==> src/rtl/cluster_flip_energy_delta_defines.svh <==
// Assertion helpers for the cluster flip energy delta block.
// Each assertion is clocked on clk and held off while rst_n is low.
`ifndef CLUSTER_FLIP_ENERGY_DELTA_DEFINES_SVH
`define CLUSTER_FLIP_ENERGY_DELTA_DEFINES_SVH

`ifndef SYNTH
`define CFED_ASSERT_IMP(lbl, ante, cons) \
  lbl: assert property (@(posedge clk) disable iff (!rst_n) (ante) |-> (cons)) \
    else $error("assertion failed");
`define CFED_ASSERT_NXT(lbl, ante, cons) \
  lbl: assert property (@(posedge clk) disable iff (!rst_n) (ante) |=> (cons)) \
    else $error("assertion failed");
`else
`define CFED_ASSERT_IMP(lbl, ante, cons)
`define CFED_ASSERT_NXT(lbl, ante, cons)
`endif

`endif

==> src/rtl/cfed_pkg.sv <==
package cfed_pkg;

  typedef enum logic [2:0] {
    OP_EDGE   = 3'd0,
    OP_SPIN   = 3'd1,
    OP_VERT   = 3'd2,
    OP_ACCEPT = 3'd3,
    OP_READ   = 3'd4,
    OP_ENERGY = 3'd5
  } op_t;

  typedef enum logic [1:0] {
    K_DELTA  = 2'd0,
    K_ENERGY = 2'd1,
    K_SPIN   = 2'd2
  } kind_t;

  typedef enum logic [3:0] {
    ST_CLEAR,
    ST_IDLE,
    ST_DISPATCH,
    ST_V_RD,
    ST_V_CHK,
    ST_E_RD,
    ST_E_NB,
    ST_E_ACC,
    ST_V_ADD,
    ST_V_END,
    ST_W_RD,
    ST_W_M,
    ST_W_FX,
    ST_W_DONE,
    ST_ACC_OUT,
    ST_READ_OUT
  } state_t;

  localparam logic signed [39:0] E_MAX = {1'b0, {39{1'b1}}};
  localparam logic signed [39:0] E_MIN = {1'b1, {39{1'b0}}};

  // Clamp a 41-bit sum to the signed 40-bit range
  function automatic logic signed [39:0] sat40(input logic signed [40:0] s);
    logic signed [39:0] r;
    if (s[40] != s[39]) begin
      r = s[40] ? E_MIN : E_MAX;
    end else begin
      r = s[39:0];
    end
    return r;
  endfunction

endpackage

==> src/rtl/cfed_queue.sv <==
module cfed_queue #(
  parameter int WIDTH = 8
) (
  input  logic             clk,
  input  logic             rst_n,
  input  logic             wr_valid,
  output logic             wr_ready,
  input  logic [WIDTH-1:0] wr_data,
  output logic             rd_valid,
  input  logic             rd_ready,
  output logic [WIDTH-1:0] rd_data
);
  import cfed_pkg::*;

  logic [WIDTH-1:0] slot_q [2];
  logic             wptr_r;
  logic             rptr_r;
  logic [1:0]       cnt_r;
  logic             wr_en;
  logic             rd_en;

  assign wr_ready = (cnt_r != 2'd2);
  assign rd_valid = (cnt_r != 2'd0);
  assign wr_en    = wr_valid && wr_ready;
  assign rd_en    = rd_valid && rd_ready;
  assign rd_data  = slot_q[rptr_r];

  // Advance pointers and count on each transfer
  always_ff @(posedge clk) begin
    if (!rst_n) begin
      wptr_r <= 1'b0;
      rptr_r <= 1'b0;
      cnt_r  <= 2'd0;
    end else begin
      if (wr_en) begin
        wptr_r <= !wptr_r;
      end
      if (rd_en) begin
        rptr_r <= !rptr_r;
      end
      cnt_r <= cnt_r + 2'(wr_en) - 2'(rd_en);
    end
    if (wr_en) begin
      slot_q[wptr_r] <= wr_data;
    end
  end

endmodule

==> config.mk <==
export PLATFORM = sky130hd
export DESIGN_NAME = cfed_queue
export DESIGN_NICKNAME = d
export VERILOG_FILES = /design/src/rtl/cluster_flip_energy_delta_defines.svh /design/src/rtl/cfed_pkg.sv /design/src/rtl/cfed_queue.sv
export SDC_FILE = /design/constraint.sdc
export NUM_CORES = 1
export LEC_CHECK = 0
export ABC_AREA = 1
export BUFFER_PORTS_ARGS = -buffer_cell sky130_fd_sc_hd__buf_2
export CORE_MARGIN = 2
export CORE_UTILIZATION = 35
export DETAILED_ROUTE_END_ITERATION = 10
export PLACE_DENSITY_LB_ADDON = 0.08
export SLEW_MARGIN = 20
export SYNTH_ARGS = -nofsm -noshare
export SYNTH_HDL_FRONTEND = slang
export SYNTH_SLANG_ARGS = --single-unit
==> constraint.sdc <==
create_clock -name clk -period 1.2 [get_ports clk]
set_clock_uncertainty 0.05 [all_clocks]
set_input_delay 0.18 -clock clk [delete_from_list [all_inputs] [get_ports clk]]
set_output_delay 0.18 -clock clk [all_outputs]
set_load 0.02 [all_outputs]
# After elaboration in Yosys (flattened, before gate mapping)
# Memory sizes are Yosys's and may differ from the RTL's. A register that Yosys moved wholly into a read port is not among the register bits.
# Cells that the tools add are included.
word_totals:
  ramBits: 16
  register_bits: 4
  mem_count: 1
op_classes:
  eq_ne: 1
  n_reduce_logical: 5
  n_addsub: 2
  mux: 4
memory_table:
  columns: ["memory", "words", "word_bits", "rd", "rd_ports_with_merged_regs", "wr", "line", "rtl"]
  rows:
  - ["slot_q", 2, 8, 1, 1, 1, "cfed_queue.sv:15", "logic [WIDTH-1:0] slot_q [2];"]
ops:
  columns: ["operator", "n"]
  rows:
  - ["2-to-1 mux 1 bit", 4]
  - ["adder 2 x 1 -> 2 bit", 1]
  - ["logical AND 1 bit", 2]
  - ["zero test 1 bit", 2]
  - ["!= test 2 bit, second input constant", 1]
  - ["nonzero test 2 bit", 1]
  - ["subtractor 2 x 1 -> 2 bit", 1]

# Depth between registers and ports, before layout
depth:
  depth_word: 4
  mapped_depth: 11

# Worst setup path after synthesis
# Ideal clock, no wire load.
synth_timing:
  path_type: "flip-flop to flip-flop"
  startpoint: "reg cnt_r[0]"
  endpoint: "mem slot_q[0][0] (enable)"
  synth_period_minus_slack_ps: 1423
  n_path_buf: 0
  t_arrival_ps: 1002
  path_slack_ps: -223
  path_stages_with_launch: 5
  setup_time_ps: 370
  required_time_ps: 780
  path_cell_list: "dfxtp_1 inv_1 nand2_2 nand2_4 nor2_1"
synth_via:
  elab_chain_cells: 4
synth_lines:
  columns: ["item", "line", "rtl"]
  rows:
  - ["start, declared", "cfed_queue.sv:18", "logic [1:0] cnt_r;"]
  - ["start signal, assigned", "cfed_queue.sv:41", "cnt_r <= cnt_r + 2'(wr_en) - 2'(rd_en);"]
  - ["!= test 2 bit", "cfed_queue.sv:22", "assign wr_ready = (cnt_r != 2'd2);"]
  - ["via wr_ready", "cfed_queue.sv:7", "output logic wr_ready,"]
  - ["logical AND 1 bit", "cfed_queue.sv:24", "assign wr_en = wr_valid && wr_ready;"]
  - ["2-to-1 mux 1 bit", "cfed_queue.sv:43", "if (wr_en) begin"]
  - ["2-to-1 mux 1 bit (implied by the code)", "cfed_queue.sv:44", "slot_q[wptr_r] <= wr_data;"]
  - ["end, declared", "cfed_queue.sv:15", null]
# The timed path passes the listed nets, and every way through them passes these cells.

==> flow_summary.json <==
{
  "layout_setup_ws_ps": -233,
  "fin_crit_sh_pct": 119,
  "yosysSeqAreaShare_pct": 69.9,
  "first_iter_violations": 3,
  "multi_input_area_um2": 293,
  "cts_buffers": 3,
  "tritoncts": "yes",
  "layout_min_cycle_time_ps": 1430,
  "place_inst": 118,
  "syn_nets": 74,
  "power.density_mw_per_mm2": 2080,
  "antenna_found_initial": 0,
  "synth.most_common_cell": "edfxtp_1",
  "io_pins": 22,
  "grt_pass1_vias": 554,
  "violations": "negative setup slack",
  "post-place-ws_ps": -151,
  "synth_area_leaders": "edfxtp_1 58%, dfxtp_1 12%, mux2_2 6.8%",
  "critical_path_buf_inv_count": 2,
  "cts-root-buf": "clkbuf_4",
  "synthTopCellsByCount": "16 x edfxtp_1, 9 x nand2_1, 7 x inv_1",
  "wirelength_um": 1420,
  "rsz0062_at_grt": "yes",
  "core_area_mm2": 0.00223,
  "crit_path_max_fanout": 4,
  "grt_pass1_wl_um": 2280,
  "syn_inst": 61,
  "clkSinkCount": 21,
  "endpoint_kind": "primary output",
  "final_nets": 116,
  "viasPerCell": 4.31,
  "dieWidth_um": 52.7,
  "crit_slowest_cell": "dfxtp_2",
  "nFillCells": 195,
  "post-route-util_pct": 58.6,
  "die_area_mm2": 0.00278,
  "overflow": 0,
  "grt_use_total_pct": 11.8,
  "path_cells": "buf_6 -> mux2_4 -> buf_6",
  "dr.pass1.iters": 3,
  "synth.top_cell.area_share_pct": 57.8,
  "relSlewSlack_pct": 91.1,
  "synthDistinctLibCells": 16,
  "fmax_mhz": 698,
  "hpwlAfterDp_um": 978,
  "slowest_delay_ps": 360,
  "portBuffers": 21,
  "slew_viol_final": 0,
  "synth-edff-count": 16,
  "tightest_slew_ps": 133,
  "yosysWarnings": 0,
  "final-seq-area_um2": 589,
  "holdWs_ps": 15.3,
  "die_h_um": 52.7,
  "leakage_nw": 0.557,
  "clk_pin_slew_worst_paths_ps": 110,
  "hold_viol": 0,
  "final_layout_size_suffix_gt1_share_pct": 57.8,
  "status": "finished, violations left",
  "clockBufferDepth": 2,
  "setup_viol": 27,
  "cp_data_required_time_ps": 970,
  "total_power_w": 0.00272,
  "ir_drop_v": 0.00143,
  "clk_latency_ps": 290,
  "cp.arrival_ps": 1200,
  "rows": 17,
  "synthDominantAreaCellType": "edfxtp_1",
  "vias": 560,
  "cp_top_family": "flip-flops",
  "syn_area_per_cell_um2": 13.6,
  "worstSetupPathType": "flop to primary output",
  "synthArstFlopShare_pct": 0,
  "diodes": 0,
  "maxCapViolCount": 0,
  "ys_ff_latch": 21,
  "final_cells": 130,
  "finalWeightedCongestion": 0.731,
  "ant_nets": 0,
  "syn_to_final_growth_pct": 57.5,
  "htreeDepth": 1,
  "hold_class": "input port to flop",
  "route.detailed.drc": 0,
  "path_common_cell": "buf_6",
  "grt_max_degree": 12,
  "synth_area_um2": 831,
  "initial_utilization_pct": 37.2,
  "wl_per_cell_um": 10.9,
  "synth_flop_cell": "edfxtp_1",
  "start_kind": "flop"
}
## path summary, 6_finish.rpt
path	from	to	slack, ps	cells after the start
worst min-delay path	wr_data[0]	slot_q[0][0]	20	1
worst max register to register	cnt_r[1]	cnt_r[1]	-180	10
worst min register to register	rptr_r	rptr_r	470	2
worst max-delay path	flop	rd_data[1]	-230	3
## metrics by stage
step,setup TNS [ps],instance area [um^2]
finish,-2870,1310
global route,-4290,1310
CTS,-2800,1220
detailed placement,-859,1040
global placement,-734,1040
floorplan,-280,841
## per-layer routing
| metal | vias to the layer above | share of wire, % | track usage (%) |
|---|---|---|---|
| met4 | 0 | 0.70 | 7.69 |
| li1 | 287 | - | - |
| met2 | 12 | 50 | 19.0 |
| met5 | - | 0 | 0 |
| met3 | 2 | 4.1 | 2.57 |
| met1 | 259 | 45 | 14.0 |
## timing repair
| action | in CTS | in global routing |
|---|---|---|
| hold buffers | 0 | 6 |
| resized for setup | 42 | 6 |
| pin swaps | 2 | 5 |
| hold endpoints to repair | 0 | 11 |
| setup buffers | 1 | 1 |
| endpoints found under the setup margin | 27 | 28 |
## sequential cells by signal, summed over array words and instances (netlist names), named ones only
name	cells
cnt_r	2
rptr_r	1
slot_q	16
wptr_r	1
## layout by cell type, fill, tap and decap left out, drive strengths merged
master	n
a21oi	1
buf	32
clkbuf	4
dfxtp	5
dlygate4sd3	6
edfxtp	16
ha	1
inv	7
mux2	8
nand2	11
nand3	1
nor2	9
xnor2	1
## cell type report
class	instances	area share, %
Sequential cell	21	45.0
Clock buffer	4	2.01
Tap cell	28	2.68
Inverter	7	2.20
Timing Repair Buffer	38	25.7
Multi-Input combinational cell	32	22.4
## logic make-up after synthesis
family	Yosys count	synth area share (%)
and+or+nand+nor	21	12.3
DFF	21	69.9
buffers and inverters	8	3.77
muxes	8	10.8
AOI/OAI and AO/OA	1	0.602
xor gates and xnor gates	1	1.05
adders and majority gates	1	1.51
## report_power, final
group	switching, W	internal [W]
Combinational	0.000614	0.000726
Clock	0.000196	0.000129
Sequential	0.0000982	0.000958
Note: power is estimated with default switching activity, not from simulation.
