==> config.mk <==
export PLATFORM = sky130hd
export DESIGN_NAME = cfed_front
export DESIGN_NICKNAME = d
export VERILOG_FILES = /design/src/rtl/cluster_flip_energy_delta_defines.svh /design/src/rtl/cfed_pkg.sv /design/src/rtl/cfed_front.sv
export SDC_FILE = /design/constraint.sdc
export NUM_CORES = 1
export LEC_CHECK = 0
export ABC_CLOCK_PERIOD_IN_PS = 11000
export BUFFER_PORTS_ARGS = -buffer_cell sky130_fd_sc_hd__buf_2
export CAP_MARGIN = 20
export CELL_PAD_IN_SITES_DETAIL_PLACEMENT = 1
export CELL_PAD_IN_SITES_GLOBAL_PLACEMENT = 1
export CORE_MARGIN = 3
export CORE_UTILIZATION = 35
export CTS_CLUSTER_DIAMETER = 120
export DETAILED_ROUTE_END_ITERATION = 7
export PLACE_DENSITY_LB_ADDON = 0.2
export SLEW_MARGIN = 15
export SYNTH_ARGS = -nofsm -noshare
export SYNTH_HDL_FRONTEND = slang
export SYNTH_SLANG_ARGS = --single-unit
export TNS_END_PERCENT = 10
==> constraint.sdc <==
create_clock -name clk -period 11 [get_ports clk]
set_input_delay 2.2 -clock clk [delete_from_list [all_inputs] [get_ports clk]]
set_output_delay 2.2 -clock clk [all_outputs]
set_load 0.005 [all_outputs]
==> src/rtl/cluster_flip_energy_delta_defines.svh <==
// Assertion helpers for the cluster flip energy delta block.
// Each assertion is clocked on clk and held off while rst_n is low.
`ifndef CLUSTER_FLIP_ENERGY_DELTA_DEFINES_SVH
`define CLUSTER_FLIP_ENERGY_DELTA_DEFINES_SVH

`ifndef SYNTH
`define CFED_ASSERT_IMP(lbl, ante, cons) \
  lbl: assert property (@(posedge clk) disable iff (!rst_n) (ante) |-> (cons)) \
    else $error("assertion failed");
`define CFED_ASSERT_NXT(lbl, ante, cons) \
  lbl: assert property (@(posedge clk) disable iff (!rst_n) (ante) |=> (cons)) \
    else $error("assertion failed");
`else
`define CFED_ASSERT_IMP(lbl, ante, cons)
`define CFED_ASSERT_NXT(lbl, ante, cons)
`endif

`endif

==> src/rtl/cfed_pkg.sv <==
package cfed_pkg;

  typedef enum logic [2:0] {
    OP_EDGE   = 3'd0,
    OP_SPIN   = 3'd1,
    OP_VERT   = 3'd2,
    OP_ACCEPT = 3'd3,
    OP_READ   = 3'd4,
    OP_ENERGY = 3'd5
  } op_t;

  typedef enum logic [1:0] {
    K_DELTA  = 2'd0,
    K_ENERGY = 2'd1,
    K_SPIN   = 2'd2
  } kind_t;

  typedef enum logic [3:0] {
    ST_CLEAR,
    ST_IDLE,
    ST_DISPATCH,
    ST_V_RD,
    ST_V_CHK,
    ST_E_RD,
    ST_E_NB,
    ST_E_ACC,
    ST_V_ADD,
    ST_V_END,
    ST_W_RD,
    ST_W_M,
    ST_W_FX,
    ST_W_DONE,
    ST_ACC_OUT,
    ST_READ_OUT
  } state_t;

  localparam logic signed [39:0] E_MAX = {1'b0, {39{1'b1}}};
  localparam logic signed [39:0] E_MIN = {1'b1, {39{1'b0}}};

  // Clamp a 41-bit sum to the signed 40-bit range
  function automatic logic signed [39:0] sat40(input logic signed [40:0] s);
    logic signed [39:0] r;
    if (s[40] != s[39]) begin
      r = s[40] ? E_MIN : E_MAX;
    end else begin
      r = s[39:0];
    end
    return r;
  endfunction

endpackage

==> src/rtl/cfed_front.sv <==
module cfed_front #(
  parameter int VERTICES    = 1024,
  parameter int WEIGHT_BITS = 16,
  localparam int VB = $clog2(VERTICES),
  localparam int IW = 3 + VB + 2 + VB + WEIGHT_BITS + 1 + 1 + 40
) (
  input  logic                clk,
  input  logic                rst_n,
  input  logic                in_valid,
  output logic                in_ready,
  input  logic [2:0]          in_operation,
  input  logic [9:0]          in_vertex,
  input  logic [1:0]          in_slot,
  input  logic [9:0]          in_neighbour,
  input  logic signed [15:0]  in_weight,
  input  logic                in_spin_value,
  input  logic                in_last,
  input  logic signed [39:0]  in_energy_value,
  input  logic                clr_busy,
  output logic                push_valid,
  input  logic                push_ready,
  output logic [IW-1:0]       push_data
);
  import cfed_pkg::*;

  // Index reduction by reciprocal multiply: exact for 10-bit inputs
  localparam int K     = 11 + VB;
  localparam int RECIP = ((1 << K) + VERTICES - 1) / VERTICES;
  localparam int RW    = $clog2(RECIP + 1);
  localparam int PW    = 10 + RW;
  localparam int MW    = 11 + VB;
  localparam longint WMAX = (64'sd1 <<< (WEIGHT_BITS - 1)) - 64'sd1;
  localparam longint WMIN = -WMAX - 64'sd1;

  logic                s1_valid_r;
  logic [2:0]          op_r;
  logic [9:0]          v_r;
  logic [1:0]          slot_r;
  logic [9:0]          nb_r;
  logic signed [15:0]  w_r;
  logic                sp_r;
  logic                last_r;
  logic signed [39:0]  e_r;
  logic [9:0]          qv_r;
  logic [9:0]          qn_r;
  logic [PW-1:0]       prod_v;
  logic [PW-1:0]       prod_n;
  logic [VB-1:0]       v_red;
  logic [VB-1:0]       nb_red;
  logic [WEIGHT_BITS-1:0] w_sat;
  longint              w_ext;
  logic                push;

  assign push     = s1_valid_r && push_ready;
  assign in_ready = !clr_busy && (!s1_valid_r || push);

  assign prod_v = PW'(in_vertex) * PW'(RECIP);
  assign prod_n = PW'(in_neighbour) * PW'(RECIP);

  // Hold the accepted item and its quotients for one stage
  always_ff @(posedge clk) begin
    if (!rst_n) begin
      s1_valid_r <= 1'b0;
    end else if (in_valid && in_ready) begin
      s1_valid_r <= 1'b1;
    end else if (push) begin
      s1_valid_r <= 1'b0;
    end
    if (in_valid && in_ready) begin
      op_r   <= in_operation;
      v_r    <= in_vertex;
      slot_r <= in_slot;
      nb_r   <= in_neighbour;
      w_r    <= in_weight;
      sp_r   <= in_spin_value;
      last_r <= in_last;
      e_r    <= in_energy_value;
      qv_r   <= 10'(prod_v >> K);
      qn_r   <= 10'(prod_n >> K);
    end
  end

  // Finish the remainders and clamp the weight
  always_comb begin
    v_red  = VB'(MW'(v_r) - MW'(qv_r) * MW'(VERTICES));
    nb_red = VB'(MW'(nb_r) - MW'(qn_r) * MW'(VERTICES));
    w_ext  = longint'(w_r);
    if (w_ext > WMAX) begin
      w_sat = WEIGHT_BITS'(WMAX);
    end else if (w_ext < WMIN) begin
      w_sat = WEIGHT_BITS'(WMIN);
    end else begin
      w_sat = WEIGHT_BITS'(w_ext);
    end
  end

  assign push_valid = s1_valid_r;
  assign push_data  = {op_r, v_red, slot_r, nb_red, w_sat, sp_r, last_r, e_r};

endmodule

# Word-level counts from Yosys, hierarchy flattened
# Index checks and enable logic that the tools add are counted.
# classes
n_lt_le_gt_ge,2
n_mux,4
reduce_logical,7
# op_table
op,count
16-bit 2-to-1 mux,2
"16-bit > comparator, second input constant",1
"16-bit < comparator, second input constant",1
1-bit logical AND,3
1-bit logical NOT,2
1-bit 2-to-1 mux,2
2-bit nonzero test,1
1-bit logical OR,1
# word_totals
regBits,84
in_bits,88
out_inout_bits,85
elab_cells,22

# Depth between registers and ports, before layout
# depth
depth_word,5
ltp_mapped,2
depth_no_buf,2

# Worst setup path after synthesis
# No wires, ideal clock.
# synth_timing
kind,input port to flip-flop
startpoint,input port clr_busy
endpoint,"register e_r[0], enable pin"
setup_time_ns,0.525
arrival_ns,5.845
required_ns,10.475
setup_slack_ns,4.630
stages,2
n_path_buf,0
path_cell_list,nand2b_2 > nor2_1
# synth_between
elab_chain_len,3
# synth_lines
item,line_no,source
"start, declared",cfed_front.sv:19,"input logic clr_busy,"
1-bit logical NOT,cfed_front.sv:55,assign in_ready = !clr_busy && (!s1_valid_r || push);
1-bit logical AND,cfed_front.sv:55,
1-bit logical AND,cfed_front.sv:69,if (in_valid && in_ready) begin
"end signal, assigned",cfed_front.sv:77,e_r <= in_energy_value;
"end, declared",cfed_front.sv:43,logic signed [39:0] e_r;
# No other way between the ends.
# A chain may end at the register's enable or synchronous reset.

# Worst setup path after layout
# layout_timing
startpoint,input port push_ready
endpoint,output port in_ready
# layout_between
elab_chain_len,3
# layout_lines
item,line_no,source
"start, declared",cfed_front.sv:21,"input logic push_ready,"
1-bit logical AND,cfed_front.sv:54,assign push = s1_valid_r && push_ready;
1-bit logical OR,cfed_front.sv:55,
1-bit logical AND,cfed_front.sv:55,
"end, declared",cfed_front.sv:10,"output logic in_ready,"
# No other way between the ends.

==> impl_table.tex <==
\begin{tabular}{lr}
\hline
Metric & Value \\
\hline
\multicolumn{2}{l}{\textbf{Status}} \\
\quad Result of the run & complete, no violations \\
\multicolumn{2}{l}{\textbf{Clock tree}} \\
\quad Root Buffer & clkbuf\_8 \\
\quad Number of clock sinks seen by CTS & 84 \\
\quad TritonCTS clock tree & done \\
\quad Number of buffers inserted for hold repair after clock tree synthesis & 0 \\
\quad Number of gates given a new drive strength after cts & 0 \\
\quad Worst-path clk slew & 70 ps \\
\quad Post-CTS setup repair buffer count & 0 \\
\quad Clock Tree Buf Depth & 2 \\
\quad Source-to-sink clock delay at the later pin of the worst-skew pair & 340 ps \\
\quad Number of H-tree levels & 3 \\
\quad Clock buffer count from CTS & 9 \\
\multicolumn{2}{l}{\textbf{Synthesis}} \\
\quad Count leader, synth & edfxtp\_1 \\
\quad Netlist area before placement & 2630 um2 \\
\quad Biggest area consumer among synthesized cells & edfxtp\_1 \\
\quad Distinct cells, synth & 9 \\
\quad Mean Syn Cell Area & 24.3 um2 \\
\quad Part of the Yosys area used for sequential elements & 95.6\% \\
\quad Number of flops mapped to enable cells by yosys & 83 \\
\quad Fraction of synthesis flops using an asynchronous set or reset pin & 0\% \\
\quad Flip-flop cell with the highest count after synthesis & edfxtp\_1 \\
\quad Syn Inst Count & 108 \\
\quad Synth top area share & 94.9\% \\
\quad Ranking of synthesized cells by area & edfxtp\_1 (95\%), clkbuf\_1 (2.3\%), dfxtp\_1 (0.76\%) \\
\quad Synth top cells by count & edfxtp\_1 (83), clkbuf\_1 (16), buf\_4 (2), nor2\_1 (2) \\
\quad Flip-flop and latch count after synthesis & 84 \\
\quad Synth Warn \# & 0 \\
\quad Syn Nets & 196 \\
\multicolumn{2}{l}{\textbf{Timing}} \\
\quad Worst setup margin & 6050 ps \\
\quad Unrepaired setup endpoints after global routing & false \\
\quad Max-Slew Margin vs Limit & 31.2\% \\
\quad Count of endpoints failing setup in the final report & 0 \\
\quad Final critical-path required period & 4950 ps \\
\quad Upper clock frequency limit & 0.202 GHz \\
\quad Number of max-slew violations in the final report & 0 \\
\quad Final cycle utilization of the critical path & 45.0\% \\
\quad Final total negative setup slack & 0 ps \\
\quad Final Skew & 7.43 ps \\
\quad Worst-margin pin slew & 1030 ps \\
\quad Final count of hold timing violations & 0 \\
\multicolumn{2}{l}{\textbf{Critical path}} \\
\quad R2r setup slk & 9190 ps \\
\quad Cell seen most often among critical-path stages & buf\_2 \\
\quad Worst R2R Path Depth & 3 \\
\quad Critical R2R Launch & push\_valid \\
\quad Slowest cell on the critical path & nor2b\_1 \\
\quad Ordered list of cells on the worst path & buf\_2, nor2b\_1, nor2\_1, buf\_2 \\
\quad Worst flop-to-flop path endpoint & w\_r[12] \\
\quad Category of the critical setup timing path & primary input to output port \\
\quad Startpoint kind of the worst setup timing path & primary input \\
\quad Critical path peak fanout & 2 \\
\quad Endpoint kind of the worst setup timing path & output port \\
\quad Delay of the slowest critical-path stage & 250 ps \\
\quad Data required, critical path & 8800 ps \\
\quad Arrival time at the worst endpoint & 2750 ps \\
\multicolumn{2}{l}{\textbf{GRT}} \\
\quad Vias in the first global route & 1,700 \\
\quad GRT Total Usage & 13.6\% \\
\quad GR Util met1 & 12.1\% \\
\quad Global-route wire length before repair & 8450 um \\
\quad Largest net degree at the start of global routing & 84 \\
\quad M3 GR Usage & 7.31\% \\
\quad Number of antenna violations at the first check in global routing & 0 \\
\quad Grt total ovfl & 0 \\
\quad Layer carrying the most global-route usage & met2 \\
\quad Met2 demand-to-capacity share in global routing & 24.4\% \\
\multicolumn{2}{l}{\textbf{Die}} \\
\quad Full die area & 8580 um2 \\
\quad Starting Density & 37.4\% \\
\quad Std cell rows & 30 \\
\quad Die extent in x & 92.6 um \\
\quad Die height & 92.6 um \\
\quad Core Area & 7020 um2 \\
\quad I/O pin total & 173 \\
\multicolumn{2}{l}{\textbf{Min path}} \\
\quad End point of the most critical hold path & push\_valid \\
\quad Type of the most critical hold path & flop to flop \\
\quad Number of cells on the worst hold path & 2 \\
\quad HP Start & push\_valid \\
\multicolumn{2}{l}{\textbf{Routing}} \\
\quad DRC errors left & 0 \\
\quad Via total after detailed routing & 1,578 \\
\quad Detailed-router iteration count before antenna repair & 4 \\
\quad Antenna-violating nets left & 0 \\
\quad Number of DRC markers in iteration 0 & 62 \\
\quad Average detailed-routed wire length per instance & 16.0 um \\
\quad Vias/cell & 4.21 \\
\quad DRT Wirelength & 6010 um \\
\multicolumn{2}{l}{\textbf{Power}} \\
\quad Ratio of total power to cell area & 169 nW/um2 \\
\quad Worst vdd ir & 0.102 mV \\
\quad Static leakage & 1.59 nW \\
\multicolumn{2}{l}{\textbf{Place}} \\
\quad DP Wirelength & 4530 um \\
\quad DP Worst Slack & 6060 ps \\
\quad Count of input and output buffers & 172 \\
\quad Routability congestion estimate & 0.699 \\
\multicolumn{2}{l}{\textbf{Layout}} \\
\quad Fraction of layout cells with a size suffix above 1 & 67.7\% \\
\quad \# fillers & 692 \\
\quad Antenna cells & 0 \\
\quad Area grow syn2layout & 42.9\% \\
\quad Nets & 362 \\
\multicolumn{2}{l}{\textbf{Run}} \\
\quad Number of violations of the max-capacitance limit & 0 \\
\hline
\end{tabular}
cells in the final DEF (no fill, tap or decap):
cell type	instances
dfxtp_1	1
nor2b_1	1
nand2b_2	1
nor2_4	1
buf_2	172
edfxtp_1	83
buf_4	1
clkinv_1	3
clkinv_2	2
nor2_1	1
clkbuf_8	9
nand2b_1	1
bufinv_16	2
a21boi_2	1
cell families after synthesis:
family / share of synthesized area [%]
AOI/OAI and AO/OA: 0.429
buffers and inverters: 2.86
and+or+nand+nor: 1.10
DFF: 95.6
metal layers:
layer	routed length (um)	part of all wire, %
met4	91	1.5
met1	2000	33
met2	3100	52
met3	826	14
met5	0	0
power breakdown:
part | internal [W] | switching (W)
registers | 0.000368 | 0.00000307
clock network | 0.000125 | 0.0000994
logic | 0.0000195 | 0.0000180
registers in the layout, indices dropped and copies added, names as in the netlist:
name and cells:
e_r 40, w_r 16, nb_r 10, v_r 10, op_r 3, slot_r 2
last_r 1, push_valid 1, sp_r 1
critical path: cells and delay by family:
kind / cells / cell delay (ps)
and+or+nand+nor: 2 / 320
buffers and inverters: 2 / 230
how the worst max path moves through the flow:
stage / from / to / slack (ps)
final: push_ready / in_ready / 6050
after global routing: push_ready / in_ready / 6020
after CTS: push_ready / in_ready / 6050
after detailed placement: push_ready / in_ready / 6060
after global placement: push_ready / in_ready / 6090
after floorplan: clr_busy / e_r[0] / 4630
through the flow:
step	hold slack, ps	instances	area, um2	total power, W	utilization [%]
after floorplan	479	108	2630	0.000389	-
after global placement	488	359	3550	0.000416	50.6
after detailed placement	487	359	3550	0.000417	50.6
after CTS	501	375	3750	0.000642	53.5
after global routing	518	375	3750	0.000659	53.5
final	494	375	3750	0.000633	53.5
layout make-up:
cell class / instances / area, um2 / area share, %
clock buffers: 9 / 124 / 3.30
flip-flops and latches: 84 / 2510 / 66.9
multi-input cells: 6 / 47.5 / 1.27
clock inverters: 7 / 81.3 / 2.17
repair buffers: 173 / 868 / 23.1
well taps: 96 / 120 / 3.20
(Power assumes the default switching activity.)
